## src/rtl/pcb_pkg.sv

```systemverilog
// pcb_pkg: shared types and constants of the pixel convert and blend engine.
// No dependencies; imported by every module under rtl/.
package pcb_pkg;

	localparam int unsigned FMT_W = 3;
	localparam int unsigned CFG_ADDR_W = 3;
	localparam int unsigned CFG_DATA_W = 24;
	localparam int unsigned QUEUE_DEPTH_DEF = 4;

	typedef logic [FMT_W-1:0] fmt_t;
	typedef logic [CFG_ADDR_W-1:0] cfg_addr_t;

	localparam fmt_t FMT_RGB565   = 3'd0;
	localparam fmt_t FMT_RGB888   = 3'd1;
	localparam fmt_t FMT_XRGB8888 = 3'd2;
	localparam fmt_t FMT_ARGB8888 = 3'd3;
	localparam fmt_t FMT_A8       = 3'd4;

	localparam cfg_addr_t CFG_MODE         = 3'd0;
	localparam cfg_addr_t CFG_SOURCE_FMT   = 3'd1;
	localparam cfg_addr_t CFG_BACK_FMT     = 3'd2;
	localparam cfg_addr_t CFG_TARGET_FMT   = 3'd3;
	localparam cfg_addr_t CFG_FILL_COLOR   = 3'd4;
	localparam cfg_addr_t CFG_GLOBAL_ALPHA = 3'd5;

	localparam logic [7:0] ALPHA_OPAQUE = 8'hFF;
	localparam logic [15:0] ROUND_HALF = 16'd127;

	localparam logic [2:0] BYTES_NONE = 3'd0;
	localparam logic [2:0] BYTES_565  = 3'd2;
	localparam logic [2:0] BYTES_888  = 3'd3;
	localparam logic [2:0] BYTES_8888 = 3'd4;

	typedef struct packed {
		logic [7:0] r;
		logic [7:0] g;
		logic [7:0] b;
		logic [7:0] a;
	} pix_t;

	// one classified request, as held in the queue
	typedef struct packed {
		logic       err;
		logic       blend;
		fmt_t       target;
		logic [7:0] galpha;
		pix_t       fg;
		pix_t       bg;
	} job_t;

	localparam int unsigned JOB_W = $bits(job_t);

endpackage

```

## src/rtl/pixel_convert_blend_top.sv

```systemverilog
// pixel_convert_blend_top: pixel format convert and alpha blend engine.
// Depends on pcb_pkg, pcb_front, pcb_queue, pcb_back.
//
//  channel  | dir | handshake          | content
//  ---------+-----+--------------------+-------------------------------------
//  config   | in  | cfg_we             | cfg_addr index, cfg_wdata value
//  s_*      | in  | s_tvalid/s_tready  | front_word, back_word
//  m_*      | out | m_tvalid/m_tready  | dest_word, dest_bytes; status in tuser
//
// One request per clock while the output is not stalled; an accepted request passes
// the queue, the alpha stage, the mix stage and the output register to m_tvalid.
// Reset clears configuration, queue and stage valid flags only.
// A stalled output holds the back stages; the front keeps taking requests
// until the queue is full.
module pixel_convert_blend_top
	import pcb_pkg::*;
#(
	parameter int unsigned QUEUE_DEPTH = QUEUE_DEPTH_DEF
) (
	input  logic                  clk,
	input  logic                  arst_n,
	input  logic                  cfg_we,
	input  cfg_addr_t             cfg_addr,
	input  logic [CFG_DATA_W-1:0] cfg_wdata,
	input  logic                  s_tvalid,
	output logic                  s_tready,
	input  logic [63:0]           s_tdata,   // front_word[31:0], back_word[63:32]
	output logic                  m_tvalid,
	input  logic                  m_tready,
	output logic [39:0]           m_tdata,   // dest_word[31:0], dest_bytes[34:32], zero
	output logic                  m_tuser    // status[0]
);

	logic push;
	job_t push_job;
	logic q_full;
	logic q_pop;
	logic q_nonempty;
	job_t q_head;

	pcb_front u_front (
		.clk       (clk),
		.arst_n    (arst_n),
		.cfg_we    (cfg_we),
		.cfg_addr  (cfg_addr),
		.cfg_wdata (cfg_wdata),
		.s_tvalid  (s_tvalid),
		.s_tready  (s_tready),
		.s_tdata   (s_tdata),
		.q_full    (q_full),
		.push      (push),
		.job       (push_job)
	);

	pcb_queue #(
		.DEPTH (QUEUE_DEPTH)
	) u_queue (
		.clk      (clk),
		.arst_n   (arst_n),
		.push     (push),
		.push_job (push_job),
		.full     (q_full),
		.pop      (q_pop),
		.nonempty (q_nonempty),
		.head     (q_head)
	);

	pcb_back u_back (
		.clk        (clk),
		.arst_n     (arst_n),
		.q_nonempty (q_nonempty),
		.q_head     (q_head),
		.q_pop      (q_pop),
		.m_tvalid   (m_tvalid),
		.m_tready   (m_tready),
		.m_tdata    (m_tdata),
		.m_tuser    (m_tuser)
	);

endmodule

```

## src/rtl/pcb_front.sv

```systemverilog
// pcb_front: configuration registers, format check and pixel unpack.
// Depends on pcb_pkg; feeds pcb_queue.
module pcb_front
	import pcb_pkg::*;
(
	input  logic                  clk,
	input  logic                  arst_n,
	input  logic                  cfg_we,
	input  cfg_addr_t             cfg_addr,
	input  logic [CFG_DATA_W-1:0] cfg_wdata,
	input  logic                  s_tvalid,
	output logic                  s_tready,
	input  logic [63:0]           s_tdata,
	input  logic                  q_full,
	output logic                  push,
	output job_t                  job
);

	logic        mode_q;
	fmt_t        source_fmt_q;
	fmt_t        back_fmt_q;
	fmt_t        target_fmt_q;
	logic [23:0] fill_color_q;
	logic [7:0]  global_alpha_q;
	logic        ok;
	pix_t        fg_raw;

	function automatic pix_t unpack(input logic [31:0] w, input fmt_t f);
		pix_t p;
		p.a = ALPHA_OPAQUE;
		case (f)
			FMT_RGB565: begin
				p.r = {w[15:11], w[15:13]};
				p.g = {w[10:5], w[10:9]};
				p.b = {w[4:0], w[4:2]};
			end
			FMT_RGB888: begin
				p.r = w[7:0];
				p.g = w[15:8];
				p.b = w[23:16];
			end
			FMT_A8: begin
				p.r = 8'd0;
				p.g = 8'd0;
				p.b = 8'd0;
				p.a = w[7:0];
			end
			default: begin
				p.b = w[7:0];
				p.g = w[15:8];
				p.r = w[23:16];
				if (f == FMT_ARGB8888) begin
					p.a = w[31:24];
				end
			end
		endcase
		return p;
	endfunction

	always_ff @(posedge clk or negedge arst_n) begin
		if (!arst_n) begin
			mode_q         <= 1'b0;
			source_fmt_q   <= FMT_RGB565;
			back_fmt_q     <= FMT_RGB565;
			target_fmt_q   <= FMT_RGB565;
			fill_color_q   <= 24'd0;
			global_alpha_q <= ALPHA_OPAQUE;
		end else if (cfg_we) begin
			case (cfg_addr)
				CFG_MODE:         mode_q         <= cfg_wdata[0];
				CFG_SOURCE_FMT:   source_fmt_q   <= cfg_wdata[FMT_W-1:0];
				CFG_BACK_FMT:     back_fmt_q     <= cfg_wdata[FMT_W-1:0];
				CFG_TARGET_FMT:   target_fmt_q   <= cfg_wdata[FMT_W-1:0];
				CFG_FILL_COLOR:   fill_color_q   <= cfg_wdata[23:0];
				CFG_GLOBAL_ALPHA: global_alpha_q <= cfg_wdata[7:0];
				default: ;
			endcase
		end
	end

	always_comb begin
		if (mode_q) begin
			ok = (source_fmt_q inside {[FMT_RGB565:FMT_A8]}) &&
			     (back_fmt_q inside {[FMT_RGB565:FMT_ARGB8888]}) &&
			     (target_fmt_q inside {[FMT_RGB565:FMT_ARGB8888]});
		end else begin
			ok = (source_fmt_q inside {[FMT_RGB565:FMT_ARGB8888]}) &&
			     (target_fmt_q inside {[FMT_RGB565:FMT_ARGB8888]});
		end
	end

	always_comb begin
		fg_raw = unpack(s_tdata[31:0], source_fmt_q);
		if (source_fmt_q == FMT_A8) begin
			fg_raw.r = fill_color_q[23:16];
			fg_raw.g = fill_color_q[15:8];
			fg_raw.b = fill_color_q[7:0];
		end
		job.err    = !ok;
		job.blend  = mode_q;
		job.target = target_fmt_q;
		job.galpha = global_alpha_q;
		job.fg     = fg_raw;
		job.bg     = unpack(s_tdata[63:32], back_fmt_q);
	end

	assign s_tready = !q_full;
	assign push     = s_tvalid && !q_full;

endmodule

```

## src/rtl/pcb_queue.sv

```systemverilog
// pcb_queue: short FIFO of classified requests between front and back.
// Depends on pcb_pkg.
module pcb_queue
	import pcb_pkg::*;
#(
	parameter int unsigned DEPTH = QUEUE_DEPTH_DEF
) (
	input  logic clk,
	input  logic arst_n,
	input  logic push,
	input  job_t push_job,
	output logic full,
	input  logic pop,
	output logic nonempty,
	output job_t head
);

	localparam int unsigned PTR_W = $clog2(DEPTH);
	localparam int unsigned CNT_W = $clog2(DEPTH + 1);
	localparam logic [PTR_W-1:0] LAST = PTR_W'(DEPTH - 1);

	job_t             slots_q [DEPTH];
	logic [PTR_W-1:0] wr_ptr_q;
	logic [PTR_W-1:0] rd_ptr_q;
	logic [CNT_W-1:0] count_q;
	logic             do_pop;

	assign full     = (count_q == CNT_W'(DEPTH));
	assign nonempty = (count_q != '0);
	assign do_pop   = pop && nonempty;
	assign head     = slots_q[rd_ptr_q];

	always_ff @(posedge clk) begin
		if (push) begin
			slots_q[wr_ptr_q] <= push_job;
		end
	end

	always_ff @(posedge clk or negedge arst_n) begin
		if (!arst_n) begin
			wr_ptr_q <= '0;
			rd_ptr_q <= '0;
			count_q  <= '0;
		end else begin
			if (push) begin
				wr_ptr_q <= (wr_ptr_q == LAST) ? '0 : wr_ptr_q + 1'b1;
			end
			if (do_pop) begin
				rd_ptr_q <= (rd_ptr_q == LAST) ? '0 : rd_ptr_q + 1'b1;
			end
			case ({push, do_pop})
				2'b10:   count_q <= count_q + 1'b1;
				2'b01:   count_q <= count_q - 1'b1;
				default: count_q <= count_q;
			endcase
		end
	end

endmodule

```

## src/rtl/pcb_back.sv

```systemverilog
// pcb_back: three-stage alpha scale, channel mix, and repack into the output register.
// Depends on pcb_pkg; takes requests from pcb_queue.
module pcb_back
	import pcb_pkg::*;
(
	input  logic        clk,
	input  logic        arst_n,
	input  logic        q_nonempty,
	input  job_t        q_head,
	output logic        q_pop,
	output logic        m_tvalid,
	input  logic        m_tready,
	output logic [39:0] m_tdata,
	output logic        m_tuser
);

	logic        en;
	logic        v_s1, v_s2;
	job_t        job_s1, job_s2;
	logic [15:0] aprod_s1;
	logic [15:0] sum_r_s2, sum_g_s2, sum_b_s2;
	logic [7:0]  alpha;
	logic [7:0]  alpha_inv;
	pix_t        px;
	logic [31:0] word;
	logic [2:0]  nbytes;
	logic        out_valid_q;
	logic [31:0] word_q;
	logic [2:0]  nbytes_q;
	logic        err_q;

	// exact x/255 for x below 65280
	function automatic logic [7:0] div255(input logic [15:0] x);
		logic [16:0] t;
		t = {1'b0, x} + {9'd0, x[15:8]} + 17'd1;
		return t[15:8];
	endfunction

	function automatic logic [15:0] mix(input logic [7:0] f, input logic [7:0] b,
	                                    input logic [7:0] a, input logic [7:0] na);
		return 16'(f * a) + 16'(b * na) + ROUND_HALF;
	endfunction

	assign en    = !out_valid_q || m_tready;
	assign q_pop = en;

	always_ff @(posedge clk or negedge arst_n) begin
		if (!arst_n) begin
			v_s1        <= 1'b0;
			v_s2        <= 1'b0;
			out_valid_q <= 1'b0;
		end else if (en) begin
			v_s1        <= q_nonempty;
			v_s2        <= v_s1;
			out_valid_q <= v_s2;
		end
	end

	assign alpha     = div255(aprod_s1);
	assign alpha_inv = ALPHA_OPAQUE - alpha;

	always_ff @(posedge clk) begin
		if (en) begin
			job_s1   <= q_head;
			aprod_s1 <= 16'(q_head.fg.a * q_head.galpha) + ROUND_HALF;
			job_s2   <= job_s1;
			sum_r_s2 <= mix(job_s1.fg.r, job_s1.bg.r, alpha, alpha_inv);
			sum_g_s2 <= mix(job_s1.fg.g, job_s1.bg.g, alpha, alpha_inv);
			sum_b_s2 <= mix(job_s1.fg.b, job_s1.bg.b, alpha, alpha_inv);
			word_q   <= word;
			nbytes_q <= nbytes;
			err_q    <= job_s2.err;
		end
	end

	always_comb begin
		if (job_s2.blend) begin
			px.r = div255(sum_r_s2);
			px.g = div255(sum_g_s2);
			px.b = div255(sum_b_s2);
			px.a = ALPHA_OPAQUE;
		end else begin
			px = job_s2.fg;
		end
		case (job_s2.target)
			FMT_RGB565: begin
				word   = {16'd0, px.r[7:3], px.g[7:2], px.b[7:3]};
				nbytes = BYTES_565;
			end
			FMT_RGB888: begin
				word   = {8'd0, px.b, px.g, px.r};
				nbytes = BYTES_888;
			end
			FMT_ARGB8888: begin
				word   = {px.a, px.r, px.g, px.b};
				nbytes = BYTES_8888;
			end
			default: begin
				word   = {ALPHA_OPAQUE, px.r, px.g, px.b};
				nbytes = BYTES_8888;
			end
		endcase
		if (job_s2.err) begin
			word   = 32'd0;
			nbytes = BYTES_NONE;
		end
	end

	assign m_tvalid = out_valid_q;
	assign m_tdata  = {5'd0, nbytes_q, word_q};
	assign m_tuser  = err_q;

endmodule

```

## config.mk

```make
export PLATFORM = sky130hd
export DESIGN_NAME = pixel_convert_blend_top
export DESIGN_NICKNAME = d
export VERILOG_FILES = /design/src/rtl/pcb_pkg.sv /design/src/rtl/pixel_convert_blend_top.sv /design/src/rtl/pcb_front.sv /design/src/rtl/pcb_queue.sv /design/src/rtl/pcb_back.sv
export SDC_FILE = /design/constraint.sdc
export NUM_CORES = 2
export LEC_CHECK = 0
export BUFFER_PORTS_ARGS = -buffer_cell sky130_fd_sc_hd__buf_2
export CORE_ASPECT_RATIO = 1.25
export CORE_MARGIN = 2
export CORE_UTILIZATION = 34
export CTS_CLUSTER_SIZE = 12
export DETAILED_ROUTE_END_ITERATION = 6
export PLACE_DENSITY = 0.58
export SYNTH_ARGS = -nofsm -noshare
export SYNTH_HDL_FRONTEND = slang
export SYNTH_HIERARCHICAL = 1
export SYNTH_SLANG_ARGS = --single-unit
```

## constraint.sdc

```tcl
create_clock -name clk -period 12.9 [get_ports clk]
set_input_delay 1.29 -clock clk [delete_from_list [all_inputs] [get_ports clk]]
set_output_delay 1.29 -clock clk [all_outputs]
set_load 0.01 [all_outputs]
```

==> results.md <==
* FF-to-FF path depth at 26
* Cell Area, Synth at around 0.037 mm2
* Setup violators final at 0
* Startpoint types: flop
* DR vias/cell at 4.876
* GR Overflow Total at 0
* CTS tree: yes
* Reg2Reg Setup Slack at 4780 ps
* Synthesis-to-layout area growth at 10.48%
* Hold WC Path Type: reg2reg
* Setup TNS at 0 ps
* Wire length on met1 at 36.08 mm
* Rows at 135
* Clock skew at 12.53 ps
* DR top layer: met4
* Fin. max-slew vios at 0
* Initial drt markers at 1433
* Arr. time, crit path at 8600 ps
* CP endpoint: u_back/sum_b_s2[15]
* # hold bufs at CTS at 0
* Vias in the first global route at 23220
* Clock sinks at about 530
* Status: finished, final reports clean
* Setup crit end kind: flop
* Drt first pass iters at 7
* Area of the multi-input gates at 0.01943 mm2
* Via count at 22270
* Post-cts sizing count at 0
* Die H at 374.2 um
* Critical Path Source: u_back/aprod_s1[9]
* Share of layout cells above drive strength 1 at 13.14%
* Dpl hpwl at 59.13 mm
* Rel. slew slack at 22.94%
* CP Class: reg2reg
* Worst-Margin Slew at 1156 ps
* Layout net count at 3765
* RSZ-0062 raised after global routing: no
* Tmin final at 8120 ps
* Reg-to-reg endpoint: u_back/sum_b_s2[15]
* WL final at 81.12 mm
* Htree depth at 2
* Worst EP required at 13380 ps
* Synth Instances at roughly 3000
* Fillers at approximately 10000
* CP max FO at 48
* Gr usage total at 14.81%
* Post-CTS Setup Inserts at 0
* Clock Latency Late Sink at just over 600 ps
* Average routed wire per standard cell at 17.76 um
* Initial Utilization at 34.32%
* Clock Path Buffers at 3
* Routed Antenna Nets at 0
* CTS Buf Count at 57
* I/O Pins at 139
* Reg2reg start: u_back/aprod_s1[9]
* Port bufs at 125
* First-pass GRT wire length at 130.6 mm
* Max-cap violations at 0
* Syn avg cell area at 12.46 um2
* Initial antenna violation count at 4
* Fmax at 0.1232 GHz
* Largest net degree at the start of global routing at 155
* Routability congestion estimate at 0.8117
* Clock root buffer: clkbuf_16
* Met2 wire length at 39.34 mm
* Die W at 300.2 um
* WL met3 at 4.011 mm
* CTS clk-pin slew, worst paths at 60 ps
* Hold Vio Cnt, Final at 0
* Drt drc at 0
* Storage element area at 0.01555 mm2
* Fin crit share at 62.95%
* Die area at 0.1123 mm2
* Placeable Area at around 0.11 mm2
* Synth Warn # at 6
[final cells by class]
type	count	share of cell area [%]
repair buffers	152	2.041
clock buffers	79	3.737
inverters	472	4.302
multi-input cells	1872	47.19
diodes	2	0.01215
clock inverters	26	0.5954
well taps	1438	4.369
flip-flops and latches	526	37.76
[worst min-delay path by stage]
stage | start | end | slack [ps] | cells after the start
4_1_cts | u_back/job_s1[35] | u_back/job_s2[35] | 420 | 0
2_1_floorplan | u_back/job_s1[32] | u_back/job_s2[32] | 400 | 0
5_1_grt | u_back/job_s1[38] | u_back/job_s2[38] | 430 | 0
3_5_place_dp | u_back/job_s1[35] | u_back/job_s2[35] | 400 | 0
6_report | u_back/job_s1[35] | u_back/job_s2[35] | 420 | 0
3_3_place_gp | u_back/job_s1[33] | u_back/job_s2[33] | 400 | 0
[sequential cells by signal (all words and copies together), names as in the netlist, 8 cells and up]
name / cells
u_queue/slots_q: 276
u_back/word_q: 32
u_back/sum_g_s2: 16
u_back/job_s1: 61
u_back/aprod_s1: 16
u_back/sum_b_s2: 16
u_back/job_s2: 37
u_back/sum_r_s2: 16
u_front/global_alpha_q: 8
u_front/fill_color_q: 24
[placed cells by master (no fill, tap or decap), types with 20 or more instances in the layout]
master,count
a21oi_1,62
and2_1,160
buf_2,125
buf_4,26
clkbuf_16,57
dfrtp_1,42
edfxtp_1,474
fa_1,352
ha_1,236
inv_1,471
mux2_2,39
mux2_4,20
mux2i_1,30
mux4_2,69
nand2_1,288
nand2b_1,44
nor2_1,60
nor2b_1,53
o21ai_0,39
o22ai_1,25
xnor2_1,41
xor2_1,31
[worst max-delay path, cell delays in order (launching register included)]
cell      delay (ps)
edfxtp_1         620
ha_1             320
o21a_1           100
o21ai_1          110
a21oi_1           80
o31a_2           410
o211ai_1         380
xor2_4           160
buf_4            540
nor2b_1          140
fa_1             530
inv_1             50
fa_1             470
inv_1             50
fa_1             500
fa_1             510
fa_1             490
inv_1             50
fa_1             470
inv_1             40
ha_1             340
and2_1           170
a311o_1          320
a41oi_1          330
a21oi_1          170
or4_1            480
nand3_1          110
[layer usage]
layer,vias to the layer above,track usage (%)
met5,-,0
met4,0,3.575
met3,89,2.114
met2,478,25.10
met1,11360,19.94
li1,10340,-
[stage by stage]
stage	area (um2)	setup WS (ps)	hold slack, ps	utilization, %	cells
final	41190	4780	417.8	37.92	4567
after global routing	41180	4410	425.9	37.92	4566
after CTS	41180	4764	419.0	37.92	4565
after detailed placement	39400	4786	404.5	36.27	4460
after global placement	39400	4852	403.4	36.27	4460
after floorplan	37290	4983	400.3	-	2995
Power is not shown: default switching activity piles up to over one toggle a cycle in this logic, so the estimate is an artifact.
